<file path="config.mk">
export PLATFORM = sky130hd
export DESIGN_NAME = hash_resize_next_prime_top
export DESIGN_NICKNAME = d
export VERILOG_FILES = /design/src/hdl/hrnp_pkg.sv /design/src/hdl/hash_resize_next_prime_top.sv
export SDC_FILE = /design/constraint.sdc
export NUM_CORES = 1
export LEC_CHECK = 0
export ABC_AREA = 1
export BUFFER_PORTS_ARGS = -buffer_cell sky130_fd_sc_hd__buf_2
export CAP_MARGIN = 10
export CELL_PAD_IN_SITES_DETAIL_PLACEMENT = 2
export CELL_PAD_IN_SITES_GLOBAL_PLACEMENT = 2
export CORE_MARGIN = 10
export CORE_UTILIZATION = 38
export CTS_CLUSTER_SIZE = 28
export DETAILED_ROUTE_END_ITERATION = 16
export GPL_TIMING_DRIVEN = 0
export PLACE_DENSITY = 0.83
export SLEW_MARGIN = 20
export SYNTH_ARGS = -nofsm -noshare
export SYNTH_HDL_FRONTEND = slang
export SYNTH_SLANG_ARGS = --single-unit
export TNS_END_PERCENT = 30
</file>
<file path="constraint.sdc">
create_clock -name aclk -period 4.6 [get_ports aclk]
set_input_delay 0.92 -clock aclk [delete_from_list [all_inputs] [get_ports aclk]]
set_output_delay 0.92 -clock aclk [all_outputs]
set_load 0.02 [all_outputs]
</file>
<file path="src/hdl/hrnp_pkg.sv">
// hrnp_pkg: types and constants for the hash resize next-prime block
// used by hash_resize_next_prime_top; no dependencies
package hrnp_pkg;

    // field widths of the request and result channels
    localparam int COUNT_W  = 31;
    localparam int SIZE_W   = 32;
    localparam int STATUS_W = 2;

    // result status codes
    localparam logic [STATUS_W-1:0] STATUS_KEPT     = 2'd0;
    localparam logic [STATUS_W-1:0] STATUS_GROWN    = 2'd1;
    localparam logic [STATUS_W-1:0] STATUS_OVERFLOW = 2'd2;
    localparam logic [STATUS_W-1:0] STATUS_UNUSED   = 2'd3;

    // first trial divisor after the even test, and its square
    localparam int FIRST_DIV    = 3;
    localparam int FIRST_DIV_SQ = 9;
    // prime reported when the doubled count is 0 or 1
    localparam int SMALLEST_PRIME = 2;

    // sequencer states
    typedef enum logic [2:0] {
        ST_IDLE,
        ST_NEXT,
        ST_TEST,
        ST_SQ,
        ST_DIV,
        ST_REM,
        ST_FINISH
    } state_t;

endpackage

</file>
<file path="src/hdl/hash_resize_next_prime_top.sv">
// hash_resize_next_prime_top: load check and next-prime search by trial division
// depends on hrnp_pkg; remainders are formed by a bit-serial restoring divider
//
// Usage:
//   Request channel s_valid/s_ready carries s_entry_count and s_table_size.
//   Result channel m_valid/m_ready carries m_bucket_count and m_status.
//   If 4*count > 3*size the block searches the smallest prime above
//   2*count (mod 2^min(WIDTH, 32)) up to min(2^WIDTH-1, 2^32-1); status 1 reports the
//   prime when count > size, status 2 reports count when no prime exists,
//   status 0 returns size otherwise.
// Sequencing:
//   One request at a time. A kept size goes straight to the finish state,
//   and the next request is taken once the sequencer is back in idle.
//   Each candidate is checked for evenness, then runs the divider once per
//   trial divisor, and a prime candidate ends on a closing square test;
//   CW = min(WIDTH, 32) is the width the divider shifts through one bit
//   per cycle; divisors run 3, 5, 7, 11, 13, ... while d*d <= candidate.
//   The divider loop dominates the search time for large primes.
// Reset and stall:
//   aresetn (synchronous, active low) idles the sequencer and drops m_valid.
//   A finished result waits in the output register until taken; the next
//   request is accepted meanwhile and its result waits in the finish state.
module hash_resize_next_prime_top #(
    parameter int WIDTH = 32
) (
    input  logic                          aclk,
    input  logic                          aresetn,
    input  logic                          s_valid,
    output logic                          s_ready,
    input  logic [hrnp_pkg::COUNT_W-1:0]  s_entry_count,
    input  logic [hrnp_pkg::SIZE_W-1:0]   s_table_size,
    output logic                          m_valid,
    input  logic                          m_ready,
    output logic [hrnp_pkg::SIZE_W-1:0]   m_bucket_count,
    output logic [hrnp_pkg::STATUS_W-1:0] m_status
);

    // candidate width, divisor width and square width
    localparam int CW   = (WIDTH < 32) ? WIDTH : 32;
    localparam int DW   = (CW + 1) / 2 + 2;
    localparam int SQW  = 2 * DW;
    localparam int CNTW = $clog2(CW);
    localparam logic [CW-1:0] LIMIT = {CW{1'b1}};

    hrnp_pkg::state_t state_reg, state_next;

    logic [hrnp_pkg::COUNT_W-1:0]  count_reg, count_next;
    logic [hrnp_pkg::SIZE_W-1:0]   size_reg, size_next;
    logic                          hit_reg, hit_next;
    logic                          over_reg, over_next;
    logic                          found_reg, found_next;
    logic [CW-1:0]                 cand_reg, cand_next;
    logic [DW-1:0]                 d_reg, d_next;
    logic [SQW-1:0]                sq_reg, sq_next;
    logic                          step4_reg, step4_next;
    logic [DW-1:0]                 rem_reg, rem_next;
    logic [CW-1:0]                 shift_reg, shift_next;
    logic [CNTW-1:0]               cnt_reg, cnt_next;
    logic                          m_valid_reg, m_valid_next;
    logic [hrnp_pkg::SIZE_W-1:0]   m_bucket_count_reg, m_bucket_count_next;
    logic [hrnp_pkg::STATUS_W-1:0] m_status_reg, m_status_next;

    // request-side load test and overfull test
    logic                 accept;
    logic [33:0]          four_count;
    logic [33:0]          three_size;
    logic                 load_hit;
    logic                 overfull;
    logic [CW-1:0]        doubled;
    logic [DW:0]          rem_shifted;
    logic                 rem_ge;
    logic                 out_free;

    assign accept     = s_valid && s_ready;
    assign four_count = {1'b0, s_entry_count, 2'b00};
    assign three_size = {2'b00, s_table_size} + {1'b0, s_table_size, 1'b0};
    assign load_hit   = four_count > three_size;
    assign overfull   = {1'b0, s_entry_count} > s_table_size;
    assign doubled    = CW'({s_entry_count, 1'b0});

    // one restoring-division step
    assign rem_shifted = {rem_reg, shift_reg[CW-1]};
    assign rem_ge      = rem_shifted >= {1'b0, d_reg};
    assign out_free    = !m_valid_reg || m_ready;

    // next state
    always_comb begin
        state_next = state_reg;
        unique case (state_reg)
            hrnp_pkg::ST_IDLE: begin
                if (accept) begin
                    if (load_hit && (doubled > CW'(1))) begin
                        state_next = hrnp_pkg::ST_NEXT;
                    end else begin
                        state_next = hrnp_pkg::ST_FINISH;
                    end
                end
            end
            hrnp_pkg::ST_NEXT: begin
                if (cand_reg == LIMIT) begin
                    state_next = hrnp_pkg::ST_FINISH;
                end else begin
                    state_next = hrnp_pkg::ST_TEST;
                end
            end
            hrnp_pkg::ST_TEST: begin
                if (!cand_reg[0]) begin
                    state_next = hrnp_pkg::ST_NEXT;
                end else begin
                    state_next = hrnp_pkg::ST_SQ;
                end
            end
            hrnp_pkg::ST_SQ: begin
                if (sq_reg > SQW'(cand_reg)) begin
                    state_next = hrnp_pkg::ST_FINISH;
                end else begin
                    state_next = hrnp_pkg::ST_DIV;
                end
            end
            hrnp_pkg::ST_DIV: begin
                if (cnt_reg == '0) begin
                    state_next = hrnp_pkg::ST_REM;
                end
            end
            hrnp_pkg::ST_REM: begin
                if (rem_reg == '0) begin
                    state_next = hrnp_pkg::ST_NEXT;
                end else begin
                    state_next = hrnp_pkg::ST_SQ;
                end
            end
            hrnp_pkg::ST_FINISH: begin
                if (out_free) begin
                    state_next = hrnp_pkg::ST_IDLE;
                end
            end
            default: state_next = hrnp_pkg::ST_IDLE;
        endcase
    end

    // datapath and outputs
    always_comb begin
        count_next          = count_reg;
        size_next           = size_reg;
        hit_next            = hit_reg;
        over_next           = over_reg;
        found_next          = found_reg;
        cand_next           = cand_reg;
        d_next              = d_reg;
        sq_next             = sq_reg;
        step4_next          = step4_reg;
        rem_next            = rem_reg;
        shift_next          = shift_reg;
        cnt_next            = cnt_reg;
        m_valid_next        = m_valid_reg && !m_ready;
        m_bucket_count_next = m_bucket_count_reg;
        m_status_next       = m_status_reg;
        s_ready             = (state_reg == hrnp_pkg::ST_IDLE);

        unique case (state_reg)
            hrnp_pkg::ST_IDLE: begin
                if (accept) begin
                    count_next = s_entry_count;
                    size_next  = s_table_size;
                    hit_next   = load_hit;
                    over_next  = overfull;
                    found_next = 1'b1;
                    if (doubled > CW'(1)) begin
                        cand_next = doubled;
                    end else begin
                        cand_next = CW'(hrnp_pkg::SMALLEST_PRIME);
                    end
                end
            end
            hrnp_pkg::ST_NEXT: begin
                // search ceiling reached without a prime
                if (cand_reg == LIMIT) begin
                    found_next = 1'b0;
                end else begin
                    cand_next = cand_reg + CW'(1);
                end
            end
            hrnp_pkg::ST_TEST: begin
                d_next     = DW'(hrnp_pkg::FIRST_DIV);
                sq_next    = SQW'(hrnp_pkg::FIRST_DIV_SQ);
                step4_next = 1'b0;
            end
            hrnp_pkg::ST_SQ: begin
                shift_next = cand_reg;
                rem_next   = '0;
                cnt_next   = CNTW'(CW - 1);
            end
            hrnp_pkg::ST_DIV: begin
                if (rem_ge) begin
                    rem_next = DW'(rem_shifted - {1'b0, d_reg});
                end else begin
                    rem_next = DW'(rem_shifted);
                end
                shift_next = {shift_reg[CW-2:0], 1'b0};
                cnt_next   = cnt_reg - CNTW'(1);
            end
            hrnp_pkg::ST_REM: begin
                // step through 3, 5, 7, 11, 13, ... keeping d*d alongside
                if (step4_reg) begin
                    d_next  = d_reg + DW'(4);
                    sq_next = sq_reg + (SQW'(d_reg) << 3) + SQW'(16);
                end else begin
                    d_next  = d_reg + DW'(2);
                    sq_next = sq_reg + (SQW'(d_reg) << 2) + SQW'(4);
                end
                step4_next = (d_reg == DW'(hrnp_pkg::FIRST_DIV)) ? 1'b0 : !step4_reg;
            end
            hrnp_pkg::ST_FINISH: begin
                if (out_free) begin
                    m_valid_next = 1'b1;
                    if (!hit_reg) begin
                        m_bucket_count_next = size_reg;
                        m_status_next       = hrnp_pkg::STATUS_KEPT;
                    end else if (!found_reg) begin
                        m_bucket_count_next = hrnp_pkg::SIZE_W'(count_reg);
                        m_status_next       = hrnp_pkg::STATUS_OVERFLOW;
                    end else if (over_reg) begin
                        m_bucket_count_next = hrnp_pkg::SIZE_W'(cand_reg);
                        m_status_next       = hrnp_pkg::STATUS_GROWN;
                    end else begin
                        m_bucket_count_next = size_reg;
                        m_status_next       = hrnp_pkg::STATUS_KEPT;
                    end
                end
            end
            default: begin
                m_valid_next = 1'b0;
            end
        endcase
    end

    assign m_valid        = m_valid_reg;
    assign m_bucket_count = m_bucket_count_reg;
    assign m_status       = m_status_reg;

    // control registers
    always_ff @(posedge aclk) begin
        if (!aresetn) begin
            state_reg   <= hrnp_pkg::ST_IDLE;
            m_valid_reg <= 1'b0;
        end else begin
            state_reg   <= state_next;
            m_valid_reg <= m_valid_next;
        end
    end

    // payload registers
    always_ff @(posedge aclk) begin
        count_reg          <= count_next;
        size_reg           <= size_next;
        hit_reg            <= hit_next;
        over_reg           <= over_next;
        found_reg          <= found_next;
        cand_reg           <= cand_next;
        d_reg              <= d_next;
        sq_reg             <= sq_next;
        step4_reg          <= step4_next;
        rem_reg            <= rem_next;
        shift_reg          <= shift_next;
        cnt_reg            <= cnt_next;
        m_bucket_count_reg <= m_bucket_count_next;
        m_status_reg       <= m_status_next;
    end

`ifndef SYNTHESIS
    // the reserved status code never leaves the block
    assert property (@(posedge aclk) disable iff (!aresetn)
        m_valid |-> (m_status != hrnp_pkg::STATUS_UNUSED))
        else $error("reserved status code on result channel");

    // a grown size is odd or two
    assert property (@(posedge aclk) disable iff (!aresetn)
        (m_valid && (m_status == hrnp_pkg::STATUS_GROWN))
            |-> (m_bucket_count[0] || (m_bucket_count == 32'd2)))
        else $error("grown size is even");

    // the partial remainder stays below the divisor
    assert property (@(posedge aclk) disable iff (!aresetn)
        (state_reg == hrnp_pkg::ST_DIV) |-> (rem_reg < d_reg))
        else $error("partial remainder not below divisor");

    // one request in flight: no accept right after an accept
    assert property (@(posedge aclk) disable iff (!aresetn)
        accept |=> !s_ready)
        else $error("request accepted while busy");
`endif

endmodule

</file>
# Yosys cells after proc, flatten, opt, wreduce, memory -nomap -nowiden
# Cells that the tools add are included.
[totals] regBits=246 latch_bits=0 ram_bits=0 mem_bits_ro=0 in_bits=67 out_inout_bits=36 elab_cells=98 memories=0
[classes] addsub=10 n_mul=0 n_div=0 order_cmp=5 n_eq_ne=13 n_shift=0 n_mux=33 n_bitwise=0 reduce_logical=20
[ops] operator="32-bit two-way mux" count=6
[ops] operator="32-bit one-hot mux with 2 select lines" count=2
[ops] operator="18-bit one-hot mux with 2 select lines" count=2
[ops] operator="36-bit one-hot mux with 2 select lines" count=1
[ops] operator="36-bit by 20-bit adder with 36-bit output" count=1
[ops] operator="36-bit by 21-bit adder with 36-bit output" count=1
[ops] operator="36-bit by 3-bit adder with 36-bit output (second input constant)" count=1
[ops] operator="36-bit by 5-bit adder with 36-bit output (second input constant)" count=1
[ops] operator="36-bit by 32-bit > comparator with 1-bit output" count=1
[ops] operator="18-bit two-way mux" count=2
[ops] operator="36-bit two-way mux" count=1
[ops] operator="32-bit by 33-bit adder with 34-bit output" count=1
[ops] operator="33-bit by 34-bit > comparator with 1-bit output" count=1
[ops] operator="32-bit by 1-bit adder with 32-bit output (second input constant)" count=1
[ops] operator="32-bit == test (second input constant)" count=1
[ops] operator="31-bit by 32-bit > comparator with 1-bit output" count=1
[ops] operator="32-bit by 1-bit > comparator with 1-bit output (second input constant)" count=1
[ops] operator="3-bit one-hot mux with 7 select lines" count=1
[ops] operator="19-bit by 18-bit >= comparator with 1-bit output" count=1
[ops] operator="18-bit by 2-bit adder with 18-bit output (second input constant)" count=1
[ops] operator="18-bit by 3-bit adder with 18-bit output (second input constant)" count=1
[ops] operator="18-bit by 2-bit == test with 1-bit output (second input constant)" count=1
[ops] operator="18-bit zero test" count=1
[ops] operator="18-bit subtractor" count=1
[ops] operator="20 further kinds" count=49

# Logic depth before layout (Yosys ltp)
[depth] depth_word=6 depth_mapped=29 depth_no_buf=29

# Least setup slack after synthesis
# Ideal clock, no wire load.
[synth_timing] path_type="flip-flop to flip-flop" from="register state_reg[1]" to="register count_reg[0] in the netlist's numbering, enable pin" setup_ns=0.489 arrival_time_ns=3.736 required_ns=4.111 setup_slack_ns=0.376 path_stages_with_launch=6 n_path_buf=0 synth_period_minus_slack_ns=4.224 cell_sequence="dfxtp_1 -> nor2_1 -> inv_1 -> nor2_1 -> inv_1 -> nor2_1"
[synth_via] elab_chain_cells=3
[synth_rtl] item="start: declaration" line="hash_resize_next_prime_top.sv:45" text="hrnp_pkg::state_t state_reg, state_next;"
[synth_rtl] item="start signal: assignment" line="hash_resize_next_prime_top.sv:244" text="state_reg <= hrnp_pkg::ST_IDLE;"
[synth_rtl] item="start signal: assignment" line="hash_resize_next_prime_top.sv:247" text="state_reg <= state_next;"
[synth_rtl] item="3-bit zero test (*)" line="hash_resize_next_prime_top.sv:158" text="s_ready = (state_reg == hrnp_pkg::ST_IDLE);"
[synth_rtl] item="named net s_ready" line="hash_resize_next_prime_top.sv:29" text="output logic s_ready,"
[synth_rtl] item="1-bit logical AND" line="hash_resize_next_prime_top.sv:74" text="assign accept = s_valid && s_ready;"
[synth_rtl] item="2-bit AND reduction (no line) (*)"
[synth_rtl] item="end signal: assignment" line="hash_resize_next_prime_top.sv:254" text="count_reg <= count_next;"
[synth_rtl] item="end: declaration" line="hash_resize_next_prime_top.sv:47" text="logic [hrnp_pkg::COUNT_W-1:0] count_reg, count_next;"
# The timed path passes the listed nets; every way through them passes the cells marked *.
# A chain may end at the register's enable or synchronous reset.

# Final worst setup path
[layout_timing] from="input s_table_size[18] in the netlist's numbering" to="register state_reg[1]"
[layout_via] elab_chain_cells=6
[layout_rtl] item="start: declaration" line="hash_resize_next_prime_top.sv:31" text="input logic [hrnp_pkg::SIZE_W-1:0] s_table_size,"
[layout_rtl] item="32-bit by 33-bit adder with 34-bit output" line="hash_resize_next_prime_top.sv:76" text="assign three_size = {2'b00, s_table_size} + {1'b0, s_table_size, 1'b0};"
[layout_rtl] item="33-bit by 34-bit > comparator with 1-bit output" line="hash_resize_next_prime_top.sv:77" text="assign load_hit = four_count > three_size;"
[layout_rtl] item="1-bit logical AND" line="hash_resize_next_prime_top.sv:92" text="if (load_hit && (doubled > CW'(1))) begin"
[layout_rtl] item="3-bit two-way mux" line="hash_resize_next_prime_top.sv:92"
[layout_rtl] item="3-bit two-way mux" line="hash_resize_next_prime_top.sv:91" text="if (accept) begin"
[layout_rtl] item="3-bit one-hot mux with 7 select lines" line="hash_resize_next_prime_top.sv:89" text="unique case (state_reg)"
# Every way passes these cells. The select of a mux whose other input is x is not followed.

==> impl_metrics.toml <==
[cts]
clkLatencyLatePin_ns = 0.58
clkTransAtPathRegs_ns = 0.06
cts_hold_buf = 0
cts_tree = "built"
htreeDepth = 1
clock-sinks = 242
root_buffer = "clkbuf_16"
cts_buffers = 30
clock_path_buffers = 3

[final_layout]
multiInputGateArea_um2 = 9970
n_antenna_cell = 0
nets = 2630
largest_reg_flops = 33
drive_above_1_share_pct = 9.42
utilization_pct = 43.7
register_area_um2 = 7230
fill_cells = 5340
area_growth_pct = 13.4

[worst_setup_path]
crit_type = "in -> reg"
crit_chain = "buf_2 > ha_1 > nand2_1 > nor4_1 > nand3_1 > nand3_1 > nand2_1 > o211ai_1 > a21oi_1 > xor2_1 > ha_1 > nand2_1 > nor2_2 > nand2_1 > nor2_4 > nand3_2 > nand4_1 > o21ai_0 > nand3_1 > nand2_1 > nand3_1 > nand2_1 > a21oi_1"
arrival_ns = 4.77
cp.required_ns = 5.11
slowest_delay_ns = 0.47
end_kind = "register"
crit_family = "simple AND/OR/NAND/NOR gates"
crit_slowest_cell = "nor4_1"
worst-path-buf-inv = 1
cp_common_cell = "nand2_1"
start_kind = "input pin"
worstPathMaxFanout = 5

[logic_synthesis]
synth_cell_type_count = 60
async_reset_ff_share_pct = 0
yosys_register_bits = 242
ys_seq_area_share_pct = 39.3
synthFlopType = "edfxtp_1"
syn-cell-area_um2 = 18400
syn-num-nets = 2489
synthCells = 2203
synth_edf_count = 238
syn_avg_cell_area_um2 = 8.34
yosys_warnings = 0

[global_routing]
grt_pass1_wl_um = 109000
grt_pass1_vias = 18900
grt_max_degree = 56
antenna_found_initial = 0
globalRoute.totalOverflow = 0
gr-usage-all-layers_pct = 24.1

[route]
drc = 0
finalWirelength_um = 69900
wl_per_cell_um = 23.4
drt.antenna.violating_nets = 0
num_vias = 16800
first_iter_violations = 783
viasPerCell = 5.63
drt-pass1-iter-count = 5

[sta]
setup_viol = 0
fmax_mhz = 235
period_minus_slack_ns = 4.26
holdWs_ns = 0.523
slew_headroom_pct = 42.0
drv_slew = 0
period_share_pct = 92.7
tightest_slew_ns = 0.870
skew_ns = 0.0118
hold_viol_final = 0

[die]
dieArea_um2 = 57600
fp.dieW_um = 240
die_y_um = 240
core_area_um2 = 47700
start_util_pct = 38.5
rows = 80
io_pins = 103

[hold_path]
hold_class = "reg -> reg"

[pwr]
peakVddDrop_v = 0.000320
p_leak_nw = 8.99
powerDensity_nw_per_um2 = 600

[job]
cap_violations = 0

[outcome]
status = "completed"

[placed_design]
routabilityCongestion = 0.880
portBuffers = 102
dp_hpwl_um = 56100
## cell families (layout without fill, tap and decap cells)
group / after synthesis / after routing / synth area share, %
XOR/XNOR: 84 / 84 / 4.00
flip-flops: 242 / 242 / 39.3
adder cells (fa/ha/maj): 219 / 219 / 15.1
AND/OR/NAND/NOR: 887 / 887 / 20.8
AO/OA/AOI/OAI: 445 / 445 / 14.0
buffers and inverters: 326 / 490 / 6.79
## area by class of cell
cell class | instances | share of cell area, %
inverter | 287 | 5.18
multi-input combinational | 1635 | 47.8
timing repair buffer | 109 | 3.07
sequential | 242 | 34.7
clock buffer | 42 | 3.92
tap | 615 | 3.69
buffer | 39 | 0.822
clock inverter | 13 | 0.798
## timing repair
action | CTS | global route
setup buffers | 0 | 1
endpoints found under the hold margin | 0 | 0
pin swaps | 0 | 2
endpoints found under the setup margin | 2 | 4
gates resized for setup | 2 | 7
## routing by layer
metal  vias up  GRT usage [%]  wire length, um
li1       7911              -                -
met1      8449           27.7            28600
met2       299           45.4            36600
met3       127           2.46             2090
met4         0           8.70             2610
met5         -              0                0
## power by group
group / internal [W] / switching [W] / total [W]
Sequential: 0.00345 / 0.000546 / 0.00400
Combinational: 0.00188 / 0.00418 / 0.00606
Clock: 0.00145 / 0.000983 / 0.00244
Total: 0.00678 / 0.00571 / 0.0125
## worst register-to-register path: cells and delay by family, from the launching register on
family          cells  cell delay (ns)
compound gates      3             0.77
fa+ha+maj           3             1.07
buf+inv             5             0.69
flops               1             0.61
simple gates        6             0.56
## metrics by stage
stage | setup WS [ns] | instances | power [W] | area (um2) | TNS (ns)
after global routing | -0.0407 | 2982 | 0.0134 | 20800 | -0.0407
after detailed placement | -0.664 | 2926 | 0.0100 | 19800 | -2.32
after floorplan | 0.376 | 2203 | 0.00779 | 18400 | 0
after global placement | -0.736 | 2920 | 0.00947 | 19700 | -66.95
final | 0.338 | 2982 | 0.0125 | 20800 | 0
after CTS | 0.0725 | 2981 | 0.0126 | 20800 | 0
## layout by cell type (no fill, tap or decap), drive strengths merged, types with 2 or more instances in the layout
cell / instances
a211oi: 7
o22ai: 2
a21boi: 7
or2: 12
fa: 4
o2111ai: 2
clkinv: 11
o21ai: 149
nand3: 79
xnor2: 37
o221a: 2
nor4: 24
nor3b: 2
nand2: 504
o31ai: 5
dfxtp: 4
bufinv: 4
a311oi: 2
o221ai: 33
xor2: 47
o21a: 4
ha: 215
nand3b: 5
inv: 284
and2: 2
nor2: 179
o21bai: 6
a21o: 8
buf: 116
a21oi: 195
o211ai: 10
a221oi: 3
nor3: 44
clkbuf: 74
nand4: 35
edfxtp: 238
a31oi: 8
## cells in the mapped netlist (6+ instances only)
cell | instances | area (um2)
nor3_1 | 43 | 215
inv_1 | 278 | 1040
nor2_2 | 6 | 37.5
clkbuf_1 | 32 | 120
a211oi_1 | 7 | 52.6
a31oi_1 | 8 | 50.1
nand3_1 | 74 | 370
a21oi_2 | 10 | 87.6
xnor2_1 | 37 | 324
nor2_1 | 172 | 646
a21o_1 | 8 | 60.1
inv_2 | 6 | 22.5
o21ai_0 | 130 | 651
or2_2 | 10 | 62.6
xor2_1 | 47 | 412
nor4_1 | 22 | 138
a21oi_1 | 185 | 926
o21ai_1 | 19 | 95.1
o211ai_1 | 10 | 75.1
edfxtp_1 | 238 | 7150
nand2_1 | 496 | 1860
nand4_1 | 35 | 219
ha_1 | 215 | 2690
o221ai_1 | 33 | 289
## final timing paths
check / to / cells past startpoint / slack, ns / from
worst min register to register: shift_reg[31] / 2 / 0.52 / shift_reg[30]
worst min-delay path: shift_reg[31] / 2 / 0.52 / shift_reg[30]
worst max register to register: sq_reg[24] / 17 / 0.65 / d_reg[1]
worst max-delay path: state_reg[1] / 23 / 0.34 / s_table_size[18]
(Power assumes the default switching activity.)
